### src/rtl/sst_pkg.sv
// Shared types, codes and helpers for the streaming source tokenizer.
`timescale 1ns / 1ps
`default_nettype none
package sst_pkg;

  localparam int unsigned CounterWidth = 32;
  localparam int unsigned QDepth       = 4;
  localparam int unsigned QPtrW        = $clog2(QDepth);

  // Counter values after reset
  localparam logic [31:0] StartLineReset   = 32'd1;
  localparam logic [31:0] StartColumnReset = 32'd0;

  // Configuration register indexes
  localparam logic CfgStartLine   = 1'b0;
  localparam logic CfgStartColumn = 1'b1;

  // Result event codes
  localparam logic [1:0] EvChar  = 2'd0;
  localparam logic [1:0] EvClose = 2'd1;
  localparam logic [1:0] EvEnd   = 2'd2;
  localparam logic [1:0] EvErr   = 2'd3;

  // Token kinds
  localparam logic [1:0] KindWord = 2'd0;
  localparam logic [1:0] KindInt  = 2'd1;
  localparam logic [1:0] KindStr  = 2'd2;

  // Error codes
  localparam logic ErrUnexpected = 1'b0;
  localparam logic ErrUntermStr  = 1'b1;

  // Character constants
  localparam logic [7:0] ChHash    = 8'h23;
  localparam logic [7:0] ChSemi    = 8'h3B;
  localparam logic [7:0] ChMinus   = 8'h2D;
  localparam logic [7:0] ChUscore  = 8'h5F;
  localparam logic [7:0] ChQuote   = 8'h22;
  localparam logic [7:0] ChNewline = 8'h0A;
  localparam logic [7:0] ChTab     = 8'h09;
  localparam logic [7:0] ChSpace   = 8'h20;
  localparam logic [7:0] ChNul     = 8'h00;

  typedef struct packed {
    logic [1:0]  event_res;
    logic [1:0]  kind;
    logic [7:0]  text_byte;
    logic        first;
    logic [31:0] token_line;
    logic [31:0] token_column;
    logic        error_code;
    logic        last;
  } res_t;

  // One or two results caused by one input byte
  typedef struct packed {
    logic two;
    res_t r0;
    res_t r1;
  } pkt_t;

  function automatic res_t mk_res(logic [1:0] ev, logic [1:0] kind, logic [7:0] byte_v,
                                  logic first, logic [31:0] line, logic [31:0] col,
                                  logic err);
    res_t r;
    r.event_res    = ev;
    r.kind         = kind;
    r.text_byte    = byte_v;
    r.first        = first;
    r.token_line   = line;
    r.token_column = col;
    r.error_code   = err;
    r.last         = 1'b0;
    return r;
  endfunction

  function automatic logic is_letter(logic [7:0] b);
    return (b >= 8'h61 && b <= 8'h7A) || (b >= 8'h41 && b <= 8'h5A);
  endfunction

  function automatic logic is_digit(logic [7:0] b);
    return b >= 8'h30 && b <= 8'h39;
  endfunction

endpackage
`default_nettype wire

### src/rtl/sst_fifo.sv
// Short result-packet queue between the lexer front end and the output stage.
`timescale 1ns / 1ps
`default_nettype none
module sst_fifo (
  input  wire logic          clk_i,
  input  wire logic          rst_ni,
  input  wire logic          push_valid_i,
  output logic               push_ready_o,
  input  wire sst_pkg::pkt_t push_pkt_i,
  output logic               pop_valid_o,
  input  wire logic          pop_ready_i,
  output sst_pkg::pkt_t      pop_pkt_o
);

  sst_pkg::pkt_t mem_q [sst_pkg::QDepth];

  logic [sst_pkg::QPtrW-1:0] wr_ptr_q, wr_ptr_d;
  logic [sst_pkg::QPtrW-1:0] rd_ptr_q, rd_ptr_d;
  logic [sst_pkg::QPtrW:0]   count_q, count_d;
  logic push, pop;

  assign push_ready_o = count_q != (sst_pkg::QPtrW+1)'(sst_pkg::QDepth);
  assign pop_valid_o  = count_q != '0;
  assign pop_pkt_o    = mem_q[rd_ptr_q];

  assign push = push_valid_i && push_ready_o;
  assign pop  = pop_valid_o && pop_ready_i;

  always_comb begin
    wr_ptr_d = push ? wr_ptr_q + 1'b1 : wr_ptr_q;
    rd_ptr_d = pop ? rd_ptr_q + 1'b1 : rd_ptr_q;
    count_d  = count_q;
    if (push && !pop) begin
      count_d = count_q + 1'b1;
    end else if (pop && !push) begin
      count_d = count_q - 1'b1;
    end
  end

  always_ff @(posedge clk_i or negedge rst_ni) begin
    if (!rst_ni) begin
      wr_ptr_q <= '0;
      rd_ptr_q <= '0;
      count_q  <= '0;
    end else begin
      wr_ptr_q <= wr_ptr_d;
      rd_ptr_q <= rd_ptr_d;
      count_q  <= count_d;
    end
  end

  always_ff @(posedge clk_i) begin
    if (push) begin
      mem_q[wr_ptr_q] <= push_pkt_i;
    end
  end

endmodule
`default_nettype wire

### src/rtl/sst_front.sv
// Lexer front end: classifies each byte, keeps mode and position counters,
// and builds the result packet for the byte.
`timescale 1ns / 1ps
`default_nettype none
module sst_front #(
  parameter int unsigned COUNTER_WIDTH = sst_pkg::CounterWidth
) (
  input  wire logic          clk_i,
  input  wire logic          rst_ni,
  input  wire logic          in_valid_i,
  output logic               in_ready_o,
  input  wire logic [7:0]    ch_i,
  input  wire logic          is_end_i,
  input  wire logic          cfg_we_i,
  input  wire logic          cfg_index_i,
  input  wire logic [31:0]   cfg_data_i,
  output logic               push_valid_o,
  input  wire logic          push_ready_i,
  output sst_pkg::pkt_t      push_pkt_o
);

  typedef enum logic [2:0] {
    MdIdle, MdComment, MdWord, MdInt, MdMinus, MdStrOpen, MdStrBody, MdHalt
  } mode_e;

  localparam int unsigned CW = COUNTER_WIDTH;

  mode_e          mode_q, mode_d;
  logic           inner_q, inner_d;
  logic [CW-1:0]  line_q, line_d;
  logic [CW-1:0]  col_q, col_d;
  logic [CW-1:0]  open_q, open_d;

  logic        fire, end_w, adv;
  logic [31:0] line32, col32, open32;

  // plain-byte path: quote, blank or unexpected
  mode_e          pb_mode;
  logic [CW-1:0]  pb_open;
  logic           pb_has;
  sst_pkg::res_t  pb_res;

  // path for a byte seen from idle
  mode_e          ib_mode;
  logic [CW-1:0]  ib_open;
  logic           ib_inner;
  logic           ib_has;
  sst_pkg::res_t  ib_res;

  logic [1:0]     n_res;
  sst_pkg::res_t  r0, r1;

  assign in_ready_o = push_ready_i;
  assign fire       = in_valid_i && in_ready_o;
  assign end_w      = is_end_i || (ch_i == sst_pkg::ChNul);
  assign line32     = 32'(line_q);
  assign col32      = 32'(col_q);
  assign open32     = 32'(open_q);

  always_comb begin
    pb_mode = MdHalt;
    pb_open = open_q;
    pb_has  = 1'b0;
    pb_res  = sst_pkg::mk_res(sst_pkg::EvErr, sst_pkg::KindWord, ch_i, 1'b0,
                              line32, col32, sst_pkg::ErrUnexpected);
    if (ch_i == sst_pkg::ChQuote) begin
      pb_mode = MdStrOpen;
      pb_open = col_q + CW'(1);
    end else if (ch_i == sst_pkg::ChSpace || ch_i == sst_pkg::ChTab ||
                 ch_i == sst_pkg::ChNewline) begin
      pb_mode = MdIdle;
    end else begin
      pb_has = 1'b1;
    end
  end

  always_comb begin
    ib_mode  = pb_mode;
    ib_open  = pb_open;
    ib_inner = inner_q;
    ib_has   = pb_has;
    ib_res   = pb_res;
    if (ch_i == sst_pkg::ChHash || ch_i == sst_pkg::ChSemi) begin
      ib_mode = MdComment;
      ib_open = open_q;
      ib_has  = 1'b0;
    end else if (sst_pkg::is_letter(ch_i)) begin
      ib_mode = MdWord;
      ib_open = col_q;
      ib_has  = 1'b1;
      ib_res  = sst_pkg::mk_res(sst_pkg::EvChar, sst_pkg::KindWord, ch_i, 1'b1,
                                line32, col32, 1'b0);
    end else if (ch_i == sst_pkg::ChMinus) begin
      ib_mode = MdMinus;
      ib_open = open_q;
      ib_has  = 1'b0;
    end else if (sst_pkg::is_digit(ch_i)) begin
      ib_mode  = MdInt;
      ib_open  = col_q;
      ib_inner = 1'b0;
      ib_has   = 1'b1;
      ib_res   = sst_pkg::mk_res(sst_pkg::EvChar, sst_pkg::KindInt, ch_i, 1'b1,
                                 line32, col32, 1'b0);
    end
  end

  always_comb begin
    sst_pkg::res_t end_res;
    logic          str_go;
    end_res = sst_pkg::mk_res(sst_pkg::EvEnd, sst_pkg::KindWord, sst_pkg::ChNul, 1'b0,
                              line32, col32, 1'b0);
    str_go  = 1'b0;
    mode_d  = mode_q;
    inner_d = inner_q;
    open_d  = open_q;
    n_res   = 2'd0;
    r0      = end_res;
    r1      = end_res;
    unique case (mode_q)
      MdHalt: begin
        n_res = 2'd0;
      end
      MdComment: begin
        if (end_w) begin
          n_res  = 2'd1;
          mode_d = MdIdle;
        end else if (ch_i == sst_pkg::ChNewline) begin
          mode_d = MdIdle;
        end
      end
      MdWord, MdInt: begin
        if (mode_q == MdWord) begin
          str_go = !end_w && (sst_pkg::is_letter(ch_i) || sst_pkg::is_digit(ch_i) ||
                              ch_i == sst_pkg::ChUscore);
        end else begin
          str_go = !end_w && (sst_pkg::is_digit(ch_i) ||
                              (ch_i == sst_pkg::ChMinus && !inner_q));
        end
        if (str_go) begin
          n_res = 2'd1;
          r0    = sst_pkg::mk_res(sst_pkg::EvChar,
                                  (mode_q == MdWord) ? sst_pkg::KindWord : sst_pkg::KindInt,
                                  ch_i, 1'b0, line32, open32, 1'b0);
          if (ch_i == sst_pkg::ChMinus) begin
            inner_d = 1'b1;
          end
        end else begin
          r0 = sst_pkg::mk_res(sst_pkg::EvClose,
                               (mode_q == MdWord) ? sst_pkg::KindWord : sst_pkg::KindInt,
                               sst_pkg::ChNul, 1'b0, line32, open32, 1'b0);
          if (end_w) begin
            n_res  = 2'd2;
            mode_d = MdIdle;
          end else begin
            // terminating byte is lexed again from idle in the same step
            n_res   = ib_has ? 2'd2 : 2'd1;
            r1      = ib_res;
            mode_d  = ib_mode;
            open_d  = ib_open;
            inner_d = ib_inner;
          end
        end
      end
      MdMinus: begin
        if (end_w) begin
          n_res  = 2'd1;
          mode_d = MdIdle;
        end else if (sst_pkg::is_digit(ch_i)) begin
          n_res   = 2'd2;
          mode_d  = MdInt;
          inner_d = 1'b0;
          open_d  = col_q;
          r0      = sst_pkg::mk_res(sst_pkg::EvChar, sst_pkg::KindInt, sst_pkg::ChMinus,
                                    1'b1, line32, col32, 1'b0);
          r1      = sst_pkg::mk_res(sst_pkg::EvChar, sst_pkg::KindInt, ch_i, 1'b0,
                                    line32, col32, 1'b0);
        end else begin
          n_res  = pb_has ? 2'd1 : 2'd0;
          r0     = pb_res;
          mode_d = pb_mode;
          open_d = pb_open;
        end
      end
      MdStrOpen, MdStrBody: begin
        n_res = 2'd1;
        if (end_w || ch_i == sst_pkg::ChNewline) begin
          r0     = sst_pkg::mk_res(sst_pkg::EvErr, sst_pkg::KindWord,
                                   end_w ? sst_pkg::ChNul : ch_i, 1'b0, line32, open32,
                                   sst_pkg::ErrUntermStr);
          mode_d = MdHalt;
        end else if (ch_i == sst_pkg::ChQuote) begin
          r0     = sst_pkg::mk_res(sst_pkg::EvClose, sst_pkg::KindStr, sst_pkg::ChNul,
                                   1'b0, line32, open32, 1'b0);
          mode_d = MdIdle;
        end else begin
          r0     = sst_pkg::mk_res(sst_pkg::EvChar, sst_pkg::KindStr, ch_i,
                                   mode_q == MdStrOpen, line32, open32, 1'b0);
          mode_d = MdStrBody;
        end
      end
      MdIdle: begin
        if (end_w) begin
          n_res  = 2'd1;
          mode_d = MdIdle;
        end else begin
          n_res   = ib_has ? 2'd1 : 2'd0;
          r0      = ib_res;
          mode_d  = ib_mode;
          open_d  = ib_open;
          inner_d = ib_inner;
        end
      end
    endcase
    r0.last = (n_res == 2'd1);
    r1.last = 1'b1;
  end

  assign adv = !end_w && mode_q != MdHalt && mode_d != MdHalt;

  always_comb begin
    line_d = line_q;
    col_d  = col_q;
    if (adv) begin
      if (ch_i == sst_pkg::ChNewline) begin
        line_d = line_q + CW'(1);
        col_d  = '0;
      end else begin
        col_d = col_q + CW'(1);
      end
    end
  end

  assign push_valid_o   = fire && (n_res != 2'd0);
  assign push_pkt_o.two = (n_res == 2'd2);
  assign push_pkt_o.r0  = r0;
  assign push_pkt_o.r1  = r1;

  always_ff @(posedge clk_i or negedge rst_ni) begin
    if (!rst_ni) begin
      mode_q  <= MdIdle;
      inner_q <= 1'b0;
      line_q  <= CW'(sst_pkg::StartLineReset);
      col_q   <= CW'(sst_pkg::StartColumnReset);
      open_q  <= '0;
    end else begin
      if (fire) begin
        mode_q  <= mode_d;
        inner_q <= inner_d;
        open_q  <= open_d;
        line_q  <= line_d;
        col_q   <= col_d;
      end
      // the user must write registers only while idle; the block does not enforce it. Writes load the counters
      if (cfg_we_i) begin
        if (cfg_index_i == sst_pkg::CfgStartLine) begin
          line_q <= CW'(cfg_data_i);
        end else begin
          col_q <= CW'(cfg_data_i);
        end
      end
    end
  end

endmodule
`default_nettype wire

### src/rtl/sst_back.sv
// Output stage: splits result packets into single results behind a register.
`timescale 1ns / 1ps
`default_nettype none
module sst_back (
  input  wire logic          clk_i,
  input  wire logic          rst_ni,
  input  wire logic          pop_valid_i,
  output logic               pop_ready_o,
  input  wire sst_pkg::pkt_t pop_pkt_i,
  output logic               out_valid_o,
  input  wire logic          out_ready_i,
  output sst_pkg::res_t      out_res_o
);

  logic          out_valid_q, out_valid_d;
  logic          pend_valid_q, pend_valid_d;
  sst_pkg::res_t out_res_q, out_res_d;
  sst_pkg::res_t pend_res_q, pend_res_d;
  logic          slot_free;

  assign slot_free   = !out_valid_q || out_ready_i;
  assign pop_ready_o = slot_free && !pend_valid_q;
  assign out_valid_o = out_valid_q;
  assign out_res_o   = out_res_q;

  always_comb begin
    out_valid_d  = out_valid_q;
    pend_valid_d = pend_valid_q;
    out_res_d    = out_res_q;
    pend_res_d   = pend_res_q;
    if (slot_free) begin
      if (pend_valid_q) begin
        out_valid_d  = 1'b1;
        out_res_d    = pend_res_q;
        pend_valid_d = 1'b0;
      end else if (pop_valid_i) begin
        out_valid_d  = 1'b1;
        out_res_d    = pop_pkt_i.r0;
        pend_valid_d = pop_pkt_i.two;
        pend_res_d   = pop_pkt_i.r1;
      end else begin
        out_valid_d = 1'b0;
      end
    end
  end

  always_ff @(posedge clk_i or negedge rst_ni) begin
    if (!rst_ni) begin
      out_valid_q  <= 1'b0;
      pend_valid_q <= 1'b0;
    end else begin
      out_valid_q  <= out_valid_d;
      pend_valid_q <= pend_valid_d;
    end
  end

  always_ff @(posedge clk_i) begin
    out_res_q  <= out_res_d;
    pend_res_q <= pend_res_d;
  end

endmodule
`default_nettype wire

### src/rtl/streaming_source_tokenizer.sv
// Streaming source tokenizer: top level tying front end, queue and output stage.
//
// Usage: source bytes enter on the in channel (ch_i, is_end_i) with valid/ready;
// a transfer happens when in_valid_i and in_ready_o are both high. Token
// events leave on the out channel, one result per transfer, with last_o on
// the final result caused by a byte. A byte gives zero, one or two results.
// A byte's first result is written into the packet queue and then loaded into the
// output register before it is shown. Throughput: one byte per cycle while bytes
// give at most one result each and the queue is not full; a byte with two results
// holds the single-result output register for both of them.
// The four-entry packet queue absorbs short receiver stalls; when it fills,
// in_ready_o drops until the receiver takes results again.
// Reset: mode idle, line counter 1, column counter 0, queue empty.
// A write on the cfg port loads the line or column counter; write only while
// no byte is in flight. After an error the block takes bytes and drops them
// until reset.
`timescale 1ns / 1ps
`default_nettype none
module streaming_source_tokenizer #(
  parameter int unsigned COUNTER_WIDTH = sst_pkg::CounterWidth
) (
  input  wire logic        clk_i,
  input  wire logic        rst_ni,
  input  wire logic        in_valid_i,
  output logic             in_ready_o,
  input  wire logic [7:0]  ch_i,
  input  wire logic        is_end_i,
  output logic             out_valid_o,
  input  wire logic        out_ready_i,
  output logic [1:0]       event_res_o,
  output logic [1:0]       kind_o,
  output logic [7:0]       text_byte_o,
  output logic             first_o,
  output logic [31:0]      token_line_o,
  output logic [31:0]      token_column_o,
  output logic             error_code_o,
  output logic             last_o,
  input  wire logic        cfg_we_i,
  input  wire logic        cfg_index_i,
  input  wire logic [31:0] cfg_data_i
);

  logic          push_valid, push_ready;
  sst_pkg::pkt_t push_pkt;
  logic          pop_valid, pop_ready;
  sst_pkg::pkt_t pop_pkt;
  sst_pkg::res_t out_res;

  sst_front #(
    .COUNTER_WIDTH(COUNTER_WIDTH)
  ) u_front (
    .clk_i       (clk_i),
    .rst_ni      (rst_ni),
    .in_valid_i  (in_valid_i),
    .in_ready_o  (in_ready_o),
    .ch_i        (ch_i),
    .is_end_i    (is_end_i),
    .cfg_we_i    (cfg_we_i),
    .cfg_index_i (cfg_index_i),
    .cfg_data_i  (cfg_data_i),
    .push_valid_o(push_valid),
    .push_ready_i(push_ready),
    .push_pkt_o  (push_pkt)
  );

  sst_fifo u_fifo (
    .clk_i       (clk_i),
    .rst_ni      (rst_ni),
    .push_valid_i(push_valid),
    .push_ready_o(push_ready),
    .push_pkt_i  (push_pkt),
    .pop_valid_o (pop_valid),
    .pop_ready_i (pop_ready),
    .pop_pkt_o   (pop_pkt)
  );

  sst_back u_back (
    .clk_i      (clk_i),
    .rst_ni     (rst_ni),
    .pop_valid_i(pop_valid),
    .pop_ready_o(pop_ready),
    .pop_pkt_i  (pop_pkt),
    .out_valid_o(out_valid_o),
    .out_ready_i(out_ready_i),
    .out_res_o  (out_res)
  );

  assign event_res_o    = out_res.event_res;
  assign kind_o         = out_res.kind;
  assign text_byte_o    = out_res.text_byte;
  assign first_o        = out_res.first;
  assign token_line_o   = out_res.token_line;
  assign token_column_o = out_res.token_column;
  assign error_code_o   = out_res.error_code;
  assign last_o         = out_res.last;

endmodule
`default_nettype wire

### config.mk
export PLATFORM = sky130hd
export DESIGN_NAME = streaming_source_tokenizer
export DESIGN_NICKNAME = d
export VERILOG_FILES = /design/src/rtl/sst_pkg.sv /design/src/rtl/sst_fifo.sv /design/src/rtl/sst_front.sv /design/src/rtl/sst_back.sv /design/src/rtl/streaming_source_tokenizer.sv
export SDC_FILE = /design/constraint.sdc
export NUM_CORES = 1
export LEC_CHECK = 0
export ABC_AREA = 1
export BUFFER_PORTS_ARGS = -buffer_cell sky130_fd_sc_hd__buf_2
export CAP_MARGIN = 30
export CORE_MARGIN = 3
export CORE_UTILIZATION = 41
export CTS_BUF_LIST = sky130_fd_sc_hd__clkbuf_16
export CTS_CLUSTER_DIAMETER = 60
export DETAILED_ROUTE_END_ITERATION = 10
export SLEW_MARGIN = 20
export SYNTH_ARGS = -nofsm -noshare
export SYNTH_HDL_FRONTEND = slang
export SYNTH_SLANG_ARGS = --single-unit
### constraint.sdc
create_clock -name clk_i -period 10.1 [get_ports clk_i]
set_input_delay 1.515 -clock clk_i [delete_from_list [all_inputs] [get_ports clk_i]]
set_output_delay 1.515 -clock clk_i [all_outputs]
set_load 0.005 [all_outputs]
Word-level counts from Yosys, hierarchy flattened:

Memories as Yosys holds them, arrays and structs flattened.
Index checks and enable logic that the tools add are counted.

* add/subtract/negate cells: 6
* order comparisons: 6
* eq/ne operators: 23
* muxes and demuxes: 87
* bitwise gates (word level): 1
* reduce and logical (&&, ||, !) cells: 44

Operator list (count)
* 79-bit 2-to-1 mux: 13
* 32-bit 2-to-1 mux: 18
* 79-bit one-hot mux with 4 select lines: 1
* 79-bit one-hot mux with 2 select lines: 1
* 78-bit 2-to-1 mux: 2
* 32-bit one-hot mux with 3 select lines: 1
* 32-bit by 1-bit adder with 32-bit output, second input constant: 2
* 3-bit 2-to-1 mux: 15
* 8-bit by 6-bit equality test with 1-bit output, second input constant: 5
* 1-bit 2-to-1 mux: 26
* 8-bit by 4-bit equality test with 1-bit output, second input constant: 2
* 8-bit by 7-bit greater-or-equal comparator with 1-bit output, second input constant: 2
* 8-bit by 7-bit less-or-equal comparator with 1-bit output, second input constant: 2
* 1-bit logical AND: 15
* 3-bit one-hot mux with 5 select lines: 1
* 3-bit equality test, second input constant: 4
* 2-bit 2-to-1 mux: 6
* 2-bit one-hot mux with 6 select lines: 1
* 1-bit logical OR: 10
* 3-bit inequality test, second input constant: 3
* 8-bit by 7-bit equality test with 1-bit output, second input constant: 1
* 8-bit by 6-bit greater-or-equal comparator with 1-bit output, second input constant: 1
* 8-bit by 6-bit less-or-equal comparator with 1-bit output, second input constant: 1
* 8-bit zero test: 1
* 20 further kinds: 33

* bits in registers: 267
* memory bits (writable): 632
* bits of input ports: 47
* output and inout port bits: 81
* logic and storage cells: 194
* memories: 1

Memories
* u_fifo.mem_q: depth 4, bits a word 158, rd ports 1, clocked after memory_dff 0, wr ports 1, RTL line sst_fifo.sv:15 `sst_pkg::pkt_t mem_q [sst_pkg::QDepth];`

Logic depth before layout (Yosys ltp):

Gate-level depths: netlist of the first run.

* depth in word-level cells: 20
* depth in mapped cells: 20

Cells and area by module:

Synthesis of the first run repeated with hierarchy kept, for this count alone.

* cell total of the unflattened synthesis: 3696
* area total of the unflattened synthesis: 40178.5 um2

Modules (own cells, without submodules)
* sst_fifo: times used 1, cells an instance 1914, area each 25883.6 um2
* sst_front: times used 1, cells an instance 1353, area each 8416.8 um2
* sst_back: times used 1, cells an instance 429, area each 5878.1 um2

Least setup slack after synthesis of the first run:

Ideal clock, no wire load.

* kind: input-to-reg
* start point: input ch_i[7]
* end point: memory u_fifo.mem_q[0][100] (netlist name), enable pin
* setup time: 0.609 ns
* arrival time: 7.835 ns
* data required time: 9.491 ns
* path slack: 1.656 ns
* cell stages on the path: 11
* buffers on the path: 2
* cell sequence: nor2_2 > nand2_2 > nor2_2 > nor2_4 > buf_6 > inv_2 > buf_2 > o21ai_0 > nand4_1 > nand2_1 > nor2_1

* longest elaborated chain between the ends: 18

Ends and longest elaborated chain
* from (decl): RTL line streaming_source_tokenizer.sv:26 `input wire logic [7:0] ch_i,`
* 8-bit by 6-bit equality test with 1-bit output / 8-bit by 4-bit equality test with 1-bit output (equally long branches): RTL line sst_front.sv:69 `end else if (ch_i == sst_pkg::ChSpace || ch_i == sst_pkg::ChTab ||`
* 1-bit logical OR (2 in series): RTL line sst_front.sv:69
* 1-bit 2-to-1 mux: RTL line sst_front.sv:69
* 1-bit 2-to-1 mux: RTL line sst_front.sv:66 `if (ch_i == sst_pkg::ChQuote) begin`
* 1-bit 2-to-1 mux: RTL line sst_front.sv:97 `end else if (sst_pkg::is_digit(ch_i)) begin`
* 1-bit 2-to-1 mux: RTL line sst_front.sv:93 `end else if (ch_i == sst_pkg::ChMinus) begin`
* 1-bit 2-to-1 mux: RTL line sst_front.sv:87 `end else if (sst_pkg::is_letter(ch_i)) begin`
* 1-bit 2-to-1 mux: RTL line sst_front.sv:83 `if (ch_i == sst_pkg::ChHash || ch_i == sst_pkg::ChSemi) begin`
* 2-bit 2-to-1 mux: RTL line sst_front.sv:156 `n_res = ib_has ? 2'd2 : 2'd1;`
* 2-bit 2-to-1 mux: RTL line sst_front.sv:151 `if (end_w) begin`
* 2-bit 2-to-1 mux: RTL line sst_front.sv:139 `if (str_go) begin`
* 2-bit one-hot mux with 6 select lines (*): RTL line sst_front.sv:119 `unique case (mode_q)`
* 2-bit nonzero test (*): RTL line sst_front.sv:233 `assign push_valid_o = fire && (n_res != 2'd0);`
* 1-bit logical AND (*): RTL line sst_front.sv:233
* 1-bit logical AND (*): RTL line sst_fifo.sv:26 `assign push = push_valid_i && push_ready_o;`
* 1-bit 2-to-1 mux (*): RTL line sst_fifo.sv:53 `if (push) begin`
* 1-bit 2-to-1 mux (not written as such) (*): RTL line sst_fifo.sv:54 `mem_q[wr_ptr_q] <= push_pkt_i;`
* to (decl): RTL line sst_fifo.sv:15

Mark *: on every way between the ends. The rest lies on a longest branch, timed or not. The select of a mux whose other input is x is not followed.

Worst setup path in the final report of the first run:

* start point: input ch_i[6]
* end point: register u_front.col_q[13], in the netlist u_front.col32[13]

* longest elaborated chain between the ends: 18

Ends and longest elaborated chain
* 8-bit by 6-bit equality test with 1-bit output / 8-bit by 4-bit equality test with 1-bit output (equally long branches): RTL line sst_front.sv:69
* 1-bit logical OR (2 in series): RTL line sst_front.sv:69
* 3-bit 2-to-1 mux: RTL line sst_front.sv:69
* 3-bit 2-to-1 mux: RTL line sst_front.sv:66
* 3-bit 2-to-1 mux: RTL line sst_front.sv:97, sst_front.sv:168
* 3-bit 2-to-1 mux: RTL line sst_front.sv:93
* 3-bit 2-to-1 mux: RTL line sst_front.sv:87
* 3-bit 2-to-1 mux: RTL line sst_front.sv:83
* 3-bit 2-to-1 mux: RTL line sst_front.sv:151, sst_front.sv:202
* 3-bit 2-to-1 mux: RTL line sst_front.sv:139
* 3-bit one-hot mux with 5 select lines: RTL line sst_front.sv:119
* 3-bit inequality test: RTL line sst_front.sv:218 `assign adv = !end_w && mode_q != MdHalt && mode_d != MdHalt;`
* 1-bit logical AND: RTL line sst_front.sv:218
* 32-bit 2-to-1 mux (*): RTL line sst_front.sv:223 `if (adv) begin`
* 32-bit 2-to-1 mux (*): RTL line sst_front.sv:246 `if (fire) begin`
* 32-bit 2-to-1 mux: RTL line sst_front.sv:255 `if (cfg_index_i == sst_pkg::CfgStartLine) begin`
* 32-bit 2-to-1 mux (*): RTL line sst_front.sv:254 `if (cfg_we_i) begin`
* to (signal assigned): RTL line sst_front.sv:243 `col_q <= CW'(sst_pkg::StartColumnReset);`
* to (signal assigned): RTL line sst_front.sv:251 `col_q <= col_d;`
* to (signal assigned): RTL line sst_front.sv:258 `col_q <= CW'(cfg_data_i);`
* to (decl): RTL line sst_front.sv:31 `logic [CW-1:0] col_q, col_d;`

Marks and branches as above.
A chain may end at the register's enable or synchronous reset.

==> results of run 1 <==
## layer usage
layer | global-route usage | vias to the layer above | wire (um)
met5 | 0 | - | 0
li1 | - | 10598 | -
met1 | 0.282 | 11318 | 38000
met4 | 0.0587 | 0 | 1740
met2 | 0.344 | 636 | 41500
met3 | 0.0272 | 115 | 4330
## where the power goes
group / switching (W) / total [W] / internal [W]
logic: 0.00261 / 0.00362 / 0.00101
registers: 0.000552 / 0.00547 / 0.00492
clock network: 0.00120 / 0.00286 / 0.00166
total: 0.00436 / 0.0120 / 0.00759
## synth_stat cells (all sizes together), types with 6 or more instances
master / number / area share
o2111ai: 7 / 0.0019
a22oi: 8 / 0.0018
a31oi: 45 / 0.0087
o21ai: 316 / 0.049
a22o: 7 / 0.0019
edfxtp: 651 / 0.60
nor4: 14 / 0.0027
nor3: 42 / 0.0068
dfrtp: 108 / 0.083
o211ai: 6 / 0.0014
nor2: 534 / 0.064
o22ai: 95 / 0.018
nand2: 464 / 0.054
clkbuf: 133 / 0.015
buf: 34 / 0.0057
xor2: 28 / 0.0075
a21oi: 27 / 0.0042
or2: 20 / 0.0039
nand4: 75 / 0.014
inv: 211 / 0.024
ha: 7 / 0.0027
nand3: 128 / 0.020
## state kept, by name, summed over array words and instances (netlist names), 2 cells and up
register           count
u_fifo.wr_ptr_q        2
u_fifo.rd_ptr_q        2
u_back.pend_res_q     76
u_fifo.mem_q         496
u_fifo.count_q         3
u_back.out_res_o      79
u_front.line32        32
u_front.mode_q         3
u_front.col32         32
u_front.open32        32
## stage by stage
| stage | total power [W] | utilization | instance area [um2] | std cells |
|---|---|---|---|---|
| after floorplan | 0.00776 | - | 32500 | 2985 |
| after global placement | 0.00906 | 0.437 | 34100 | 4017 |
| after detailed placement | 0.00917 | 0.437 | 34100 | 4018 |
| after CTS | 0.0120 | 0.470 | 36700 | 4167 |
| after global routing | 0.0127 | 0.472 | 36800 | 4171 |
| final | 0.0120 | 0.472 | 36800 | 4171 |
## final cells by class
type | count | share of cell area
clock buffers | 84 | 0.0571
clock inverters | 65 | 0.0132
inverters | 214 | 0.0221
multi-input cells | 1844 | 0.239
flip-flops and latches | 760 | 0.606
well taps | 1040 | 0.0354
repair buffers | 164 | 0.0278
## kinds of logic (layout without fill, tap and decap cells)
| family | Yosys count | count (layout) |
|---|---|---|
| mux | 1 | 1 |
| buf+inv | 381 | 527 |
| compound gates | 525 | 525 |
| xor+xnor | 29 | 29 |
| flops | 760 | 760 |
| simple gates | 1281 | 1281 |
| fa+ha+maj | 8 | 8 |
## critical path: stages
cell and delay, ns:
buf_2 0.11, inv_1 0.11, nand2_1 0.10, nor2_2 0.19, nand3_1 0.65, nand2_1 0.37, nor2_1 0.07, nor2_1 0.12
nand3_2 0.10, nand3_2 0.10, buf_4 0.71, nand3_2 0.80, nand2_1 0.26, nand3_1 0.10, nand2_1 0.08, inv_1 0.04
## worst max-delay path by stage
stage / startpoint / slack, ns / to
floorplan: ch_i[7] / 1.66 / u_fifo.mem_q[0][100]$_DFFE_PP_
global placement: ch_i[4] / 4.29 / u_front.col32[21]$_DFF_PN0_
detailed placement: ch_i[6] / 4.28 / u_fifo.mem_q[1][92]$_DFFE_PP_
CTS: ch_i[6] / 4.94 / u_fifo.mem_q[1][2]$_DFFE_PP_
global route: ch_i[6] / 4.76 / u_front.col32[9]$_DFF_PN0_
finish: ch_i[6] / 5.14 / u_front.col32[13]$_DFF_PN0_
## placed cells by master, fill, tap and decap left out, types with 8 or more instances in the layout
cell type / synthesis / routed
edfxtp_1: 651 / 651
nor2_1: 516 / 511
nand2_1: 456 / 456
o21ai_0: 302 / 302
inv_1: 200 / 215
buf_2: 13 / 126
nand3_1: 123 / 122
dfrtp_1: 108 / 106
o22ai_1: 95 / 95
clkbuf_16: 0 / 84
nand4_1: 75 / 75
a31oi_1: 45 / 45
nor3_1: 40 / 40
buf_4: 5 / 32
xor2_1: 28 / 28
a21oi_1: 27 / 27
clkinv_1: 3 / 23
or2_2: 20 / 20
clkinv_2: 0 / 16
nor2_2: 14 / 14
nor4_1: 14 / 14
o21ai_1: 14 / 14
inv_2: 11 / 11
nor2_4: 4 / 9
nand2_2: 8 / 8
a22oi_1: 8 / 8
==> flow_summary.json, run 1 <==
{
  "outcome": "finished clean",
  "path_clk_slew_ns": 0.06,
  "hp-class": "flop to flop",
  "grt.overflow.total": 0,
  "synth_fp_nets": 3040,
  "core-area_um2": 78000,
  "cap_violations": 0,
  "design.portCount": 128,
  "drtIter0Drc": 1980,
  "fin_crit_sh": 0.491,
  "multiInputGateArea_um2": 8780,
  "cts_root_buffer": "clkbuf_16",
  "critPathRequiredTime_ns": 10.62,
  "reg2reg_slack_ns": 6.18,
  "grt_pass1_wl_mm": 131,
  "worstHoldStart": "u_front.open32[7]$_DFFE_PN0P_",
  "vias_per_cell": 5.43,
  "grt_pass1_vias": 22279,
  "hold_viol": 0,
  "rsz0062_at_grt": "false",
  "clock-skew-final_ns": 0.0203,
  "synth_cells": 2985,
  "cts.repair.resized": 0,
  "hold_buffers": 0,
  "critPathMaxFanout": 92,
  "cts.sinks": 760,
  "ys_ff_latch": 760,
  "postRouteAntennaNets": 0,
  "yosys.area_share.adder": 0.00331,
  "maxSlewViolCount": 0,
  "post-place-ws_ns": 4.28,
  "synth-edff-count": 651,
  "synth_xor_area_frac": 0.00782,
  "synth_top_family_by_area": "simple AND/OR/NAND/NOR gates",
  "ys_seq_area_frac": 0.685,
  "vias": 22667,
  "antenna_found_initial": 0,
  "tns_ns": 0,
  "synth_compound_area_frac": 0.0902,
  "grt_max_degree": 180,
  "routedWlPerCell_um": 20.5,
  "gp_congestion": 0.939,
  "maxClockFrequency_mhz": 201,
  "rows": 102,
  "synth_cell_types": 49,
  "dieArea_um2": 82700,
  "crit_path_end_kind": "flop",
  "p_leak_nw": 13.9,
  "min_period_ns": 4.96,
  "drt_wl_total_mm": 85.6,
  "n_antenna_cell": 0,
  "route.detailed.drc": 0,
  "finalSetupViolCount": 0,
  "synth_flop_cell": "edfxtp_1",
  "track_usage": 0.206,
  "synth_area_um2": 32500,
  "portBuffers": 127,
  "dieWidth_um": 288,
  "r2r-end": "u_front.col32[13]$_DFF_PN0_",
  "final.fill_count": 7041,
  "die-height_um": 288,
  "syn_avg_cell_area_um2": 10.9,
  "seqCellArea_um2": 22300,
  "worst_slew_pin_slew_ns": 0.976,
  "whs_ns": 0.506,
  "clockBufferDepth": 3,
  "setup_ws_ns": 5.14,
  "maxSlewHeadroom": 0.350,
  "cp-start-kind": "input pin",
  "dr.pass1.iters": 6,
  "regToRegStartpoint": "u_front.mode_q[2]$_DFFE_PN0P_",
  "ff2ff_path_depth": 15,
  "layout.nets": 3120,
  "area_growth_pct": 13.2,
  "cts_tree": "built",
  "synth_simple_gate_area_frac": 0.167,
  "numCtsBuffers": 81,
  "synthMuxAreaShare": 0.000347,
  "clock_latency_ns": 0.63,
  "drive_above_1_share": 0.112,
  "cts-htree-levels": 3,
  "path_class": "input pin to flop",
  "min_to": "u_front.open32[7]$_DFFE_PN0P_",
  "holdPathStages": 2,
  "yosys_warnings": 0,
  "cp_data_arrival_time_ns": 5.48,
  "power-per-cell-area_nw_per_um2": 325,
  "peakVddDrop_uv": 211,
  "dp.final_hpwl_mm": 54.0,
  "initial_utilization": 0.417,
  "async_reset_ff_frac": 0.143,
  "cts_setup_buffers": 0
}
(Power assumes the default switching activity.)
==> inputs of run 2 (changes only) <==
--- a/config.mk
+++ b/config.mk
@@ -5,7 +5,7 @@
 export SDC_FILE = /design/constraint.sdc
 export NUM_CORES = 1
 export LEC_CHECK = 0
-export ABC_AREA = 1
+export ABC_AREA = 0
 export BUFFER_PORTS_ARGS = -buffer_cell sky130_fd_sc_hd__buf_2
 export CAP_MARGIN = 30
 export CORE_MARGIN = 3
==> constraint.sdc (replaced) <==
create_clock -name clk_i -period 5.2 [get_ports clk_i]
set_input_delay 0.78 -clock clk_i [delete_from_list [all_inputs] [get_ports clk_i]]
set_output_delay 0.78 -clock clk_i [all_outputs]
set_load 0.005 [all_outputs]
==> flow_summary.json, run 2 <==
{
  "maxSlewViolCount": 0,
  "grt_pass1_vias": 18447,
  "async_reset_ff_frac": 0.143,
  "utilization": 0.479,
  "hp-class": "input pin to asynchronous set/reset pin",
  "drtIter0Drc": 1779,
  "cts.sinks": 760,
  "most-common-layout-cells": "edfxtp_1 (651), nand2_1 (173), buf_2 (127), mux4_2 (124), nor2_1 (113)",
  "synth_compound_area_frac": 0.0529,
  "cts-htree-levels": 3,
  "syn_avg_cell_area_um2": 16.1,
  "critPathRequiredTime_ns": 5.50,
  "gp_congestion": 0.858,
  "ys_seq_area_frac": 0.711,
  "synth_top_area_cell": "edfxtp_1",
  "track_usage": 0.190,
  "cts_setup_buffers": 0,
  "worst-path-buf-inv": 2,
  "cap_violations": 0,
  "postRouteAntennaNets": 0,
  "critPathMaxFanout": 27,
  "numCtsBuffers": 81,
  "rsz0062_at_grt": "false",
  "grt.overflow.total": 0,
  "ys_ff_latch": 760,
  "cts.repair.resized": 0,
  "synthMuxAreaShare": 0.118,
  "maxSlewHeadroom": 0.329,
  "cts_root_buffer": "clkbuf_16",
  "design.portCount": 128,
  "synth_cell_types": 88,
  "clockBufferDepth": 3,
  "hold_buffers": 0,
  "die-height_um": 282,
  "vias_per_cell": 5.75,
  "dp.final_hpwl_mm": 47.8,
  "dr.pass1.iters": 5,
  "layout_commonest_cell": "edfxtp_1",
  "critical_path.top_delay_family": "compound AO/OA/AOI/OAI gates",
  "max_stage_delay_ns": 0.70,
  "power_w": 0.0216,
  "final_design_area_no_fill_um2": 36000,
  "cts_tree": "built",
  "grt_pass1_wl_mm": 115,
  "antenna_found_initial": 0,
  "area_growth_pct": 14.9,
  "synth_area_um2": 31300,
  "reg2reg_slack_ns": 1.28,
  "synth_common_cells": "edfxtp_1 (651), nand2_1 (174), mux4_2 (124), nor2_1 (118), dfrtp_1 (108)",
  "hold_viol": 0,
  "synth_flop_cell": "edfxtp_1",
  "p_leak_nw": 12.4,
  "maxClockFrequency_mhz": 255,
  "yosys.area_share.adder": 0.00344,
  "core-area_um2": 75100,
  "synth_cells": 1950,
  "fin_crit_sh": 0.755,
  "initial_utilization": 0.417,
  "finalSetupViolCount": 0,
  "rows": 100,
  "outcome": "finished clean",
  "clock-skew-final_ns": 0.0200,
  "yosysTopAreaCellShare": 0.624,
  "clock_latency_ns": 0.62,
  "yosys_warnings": 0,
  "top_register": "u_fifo.mem_q",
  "setup_ws_ns": 1.27,
  "grt_max_degree": 65,
  "place_area_um2": 33300,
  "dieArea_um2": 79700,
  "slowest_stage": "nor2_4",
  "crit_path_end_kind": "flop",
  "layout.nets": 2155,
  "portBuffers": 127,
  "drive_above_1_share": 0.248,
  "largest_reg_flops": 496,
  "routedWlPerCell_um": 23.8,
  "path_clk_slew_ns": 0.06,
  "worstPathCellList": "buf_2 -> nor3b_4 -> nand3_2 -> a21oi_1 -> a211oi_1 -> o31ai_1 -> o31ai_4 -> nor2_4 -> buf_12",
  "peakVddDrop_uv": 324,
  "synth_area_leaders": "edfxtp_1 (62%), mux4_2 (8.9%), dfrtp_1 (8.6%)",
  "synth-edff-count": 651,
  "worst_slew_pin_slew_ns": 1.01,
  "min_period_ns": 3.93,
  "route.detailed.drc": 0,
  "cp_data_arrival_time_ns": 4.23,
  "vias": 18030,
  "post-place-ws_ns": 0.653,
  "synth_top_family_by_area": "multiplexers",
  "n_antenna_cell": 0,
  "power-per-cell-area_nw_per_um2": 601,
  "cp-start-kind": "input pin",
  "dieWidth_um": 282,
  "drt_wl_total_mm": 74.7,
  "path_class": "input pin to flop",
  "synth_xor_area_frac": 0.00895,
  "synth_simple_gate_area_frac": 0.0882,
  "synth_fp_nets": 2005,
  "yosysMostFrequentCell": "edfxtp_1"
}
-- run 2: changes by cell type after synthesis, sizes merged, moves of 22 or more --
cell,previous run,this run
nor2,534,120
o21ai,316,82
mux4,0,124
mux2,1,78
xor2,28,6
nand4,75,12
nand3,128,92
xnor2,1,26
and3,0,33
o22ai,95,8
inv,211,21
nand2,464,176
clkbuf,133,80
-- run 2: layout make-up --
| class | count | area (um2) |
|---|---|---|
| Fill cell | 6419 | 39100 |
| Timing Repair Buffer | 179 | 1180 |
| Tap cell | 969 | 1210 |
| Multi-Input combinational cell | 1057 | 8550 |
| Sequential cell | 760 | 22300 |
| Clock inverter | 65 | 602 |
| Inverter | 21 | 78.8 |
| Clock buffer | 83 | 2080 |
-- run 2: cells by family after synthesis --
| family | Yosys count |
|---|---|
| flops | 760 |
| simple gates | 557 |
| compound gates | 257 |
| mux | 203 |
| buf+inv | 133 |
| xor+xnor | 32 |
| fa+ha+maj | 8 |
-- run 2: worst paths after layout --
path | from | endpoint | cells past startpoint
worst min-delay path | rst_ni | u_back.out_valid_o$_DFFE_PN0N_ | 1
worst max-delay path | ch_i[5] | u_fifo.mem_q[1][6]$_DFFE_PP_ | 9
max in group asynchronous | rst_ni | u_front.open32[3]$_DFFE_PN0P_ | 2
worst max register to register | u_front.mode_q[1]$_DFFE_PN0P_ | u_fifo.count_q[1]$_DFFE_PN0P_ | 11
min in group clk_i | cfg_data_i[19] | u_front.line32[19]$_DFF_PN0_ | 3
worst min register to register | u_front.open32[11]$_DFFE_PN0P_ | u_front.open32[11]$_DFFE_PN0P_ | 2
-- run 2: metrics by stage --
| step | std cells | hold slack (ns) | TNS [ns] |
|---|---|---|---|
| floorplan | 1950 | 0.449 | -615.48 |
| global placement | 2983 | 0.470 | 0 |
| detailed placement | 2985 | 0.474 | 0 |
| CTS | 3133 | 0.217 | 0 |
| global route | 3134 | 0.253 | 0 |
| finish | 3134 | 0.209 | 0 |
-- run 2: where the power goes --
part	switching, W	internal, W
Clock	0.00237	0.00341
Combinational	0.00325	0.00245
Sequential	0.000954	0.00920
Total	0.00658	0.0151
-- run 2: layer usage --
layer  GRT usage  part of all wire  vias up
li1            -                 -     7949
met1       0.263              0.42     9327
met2       0.310              0.49      638
met3      0.0396             0.066      116
met4      0.0501             0.022        0
met5           0                 0        -
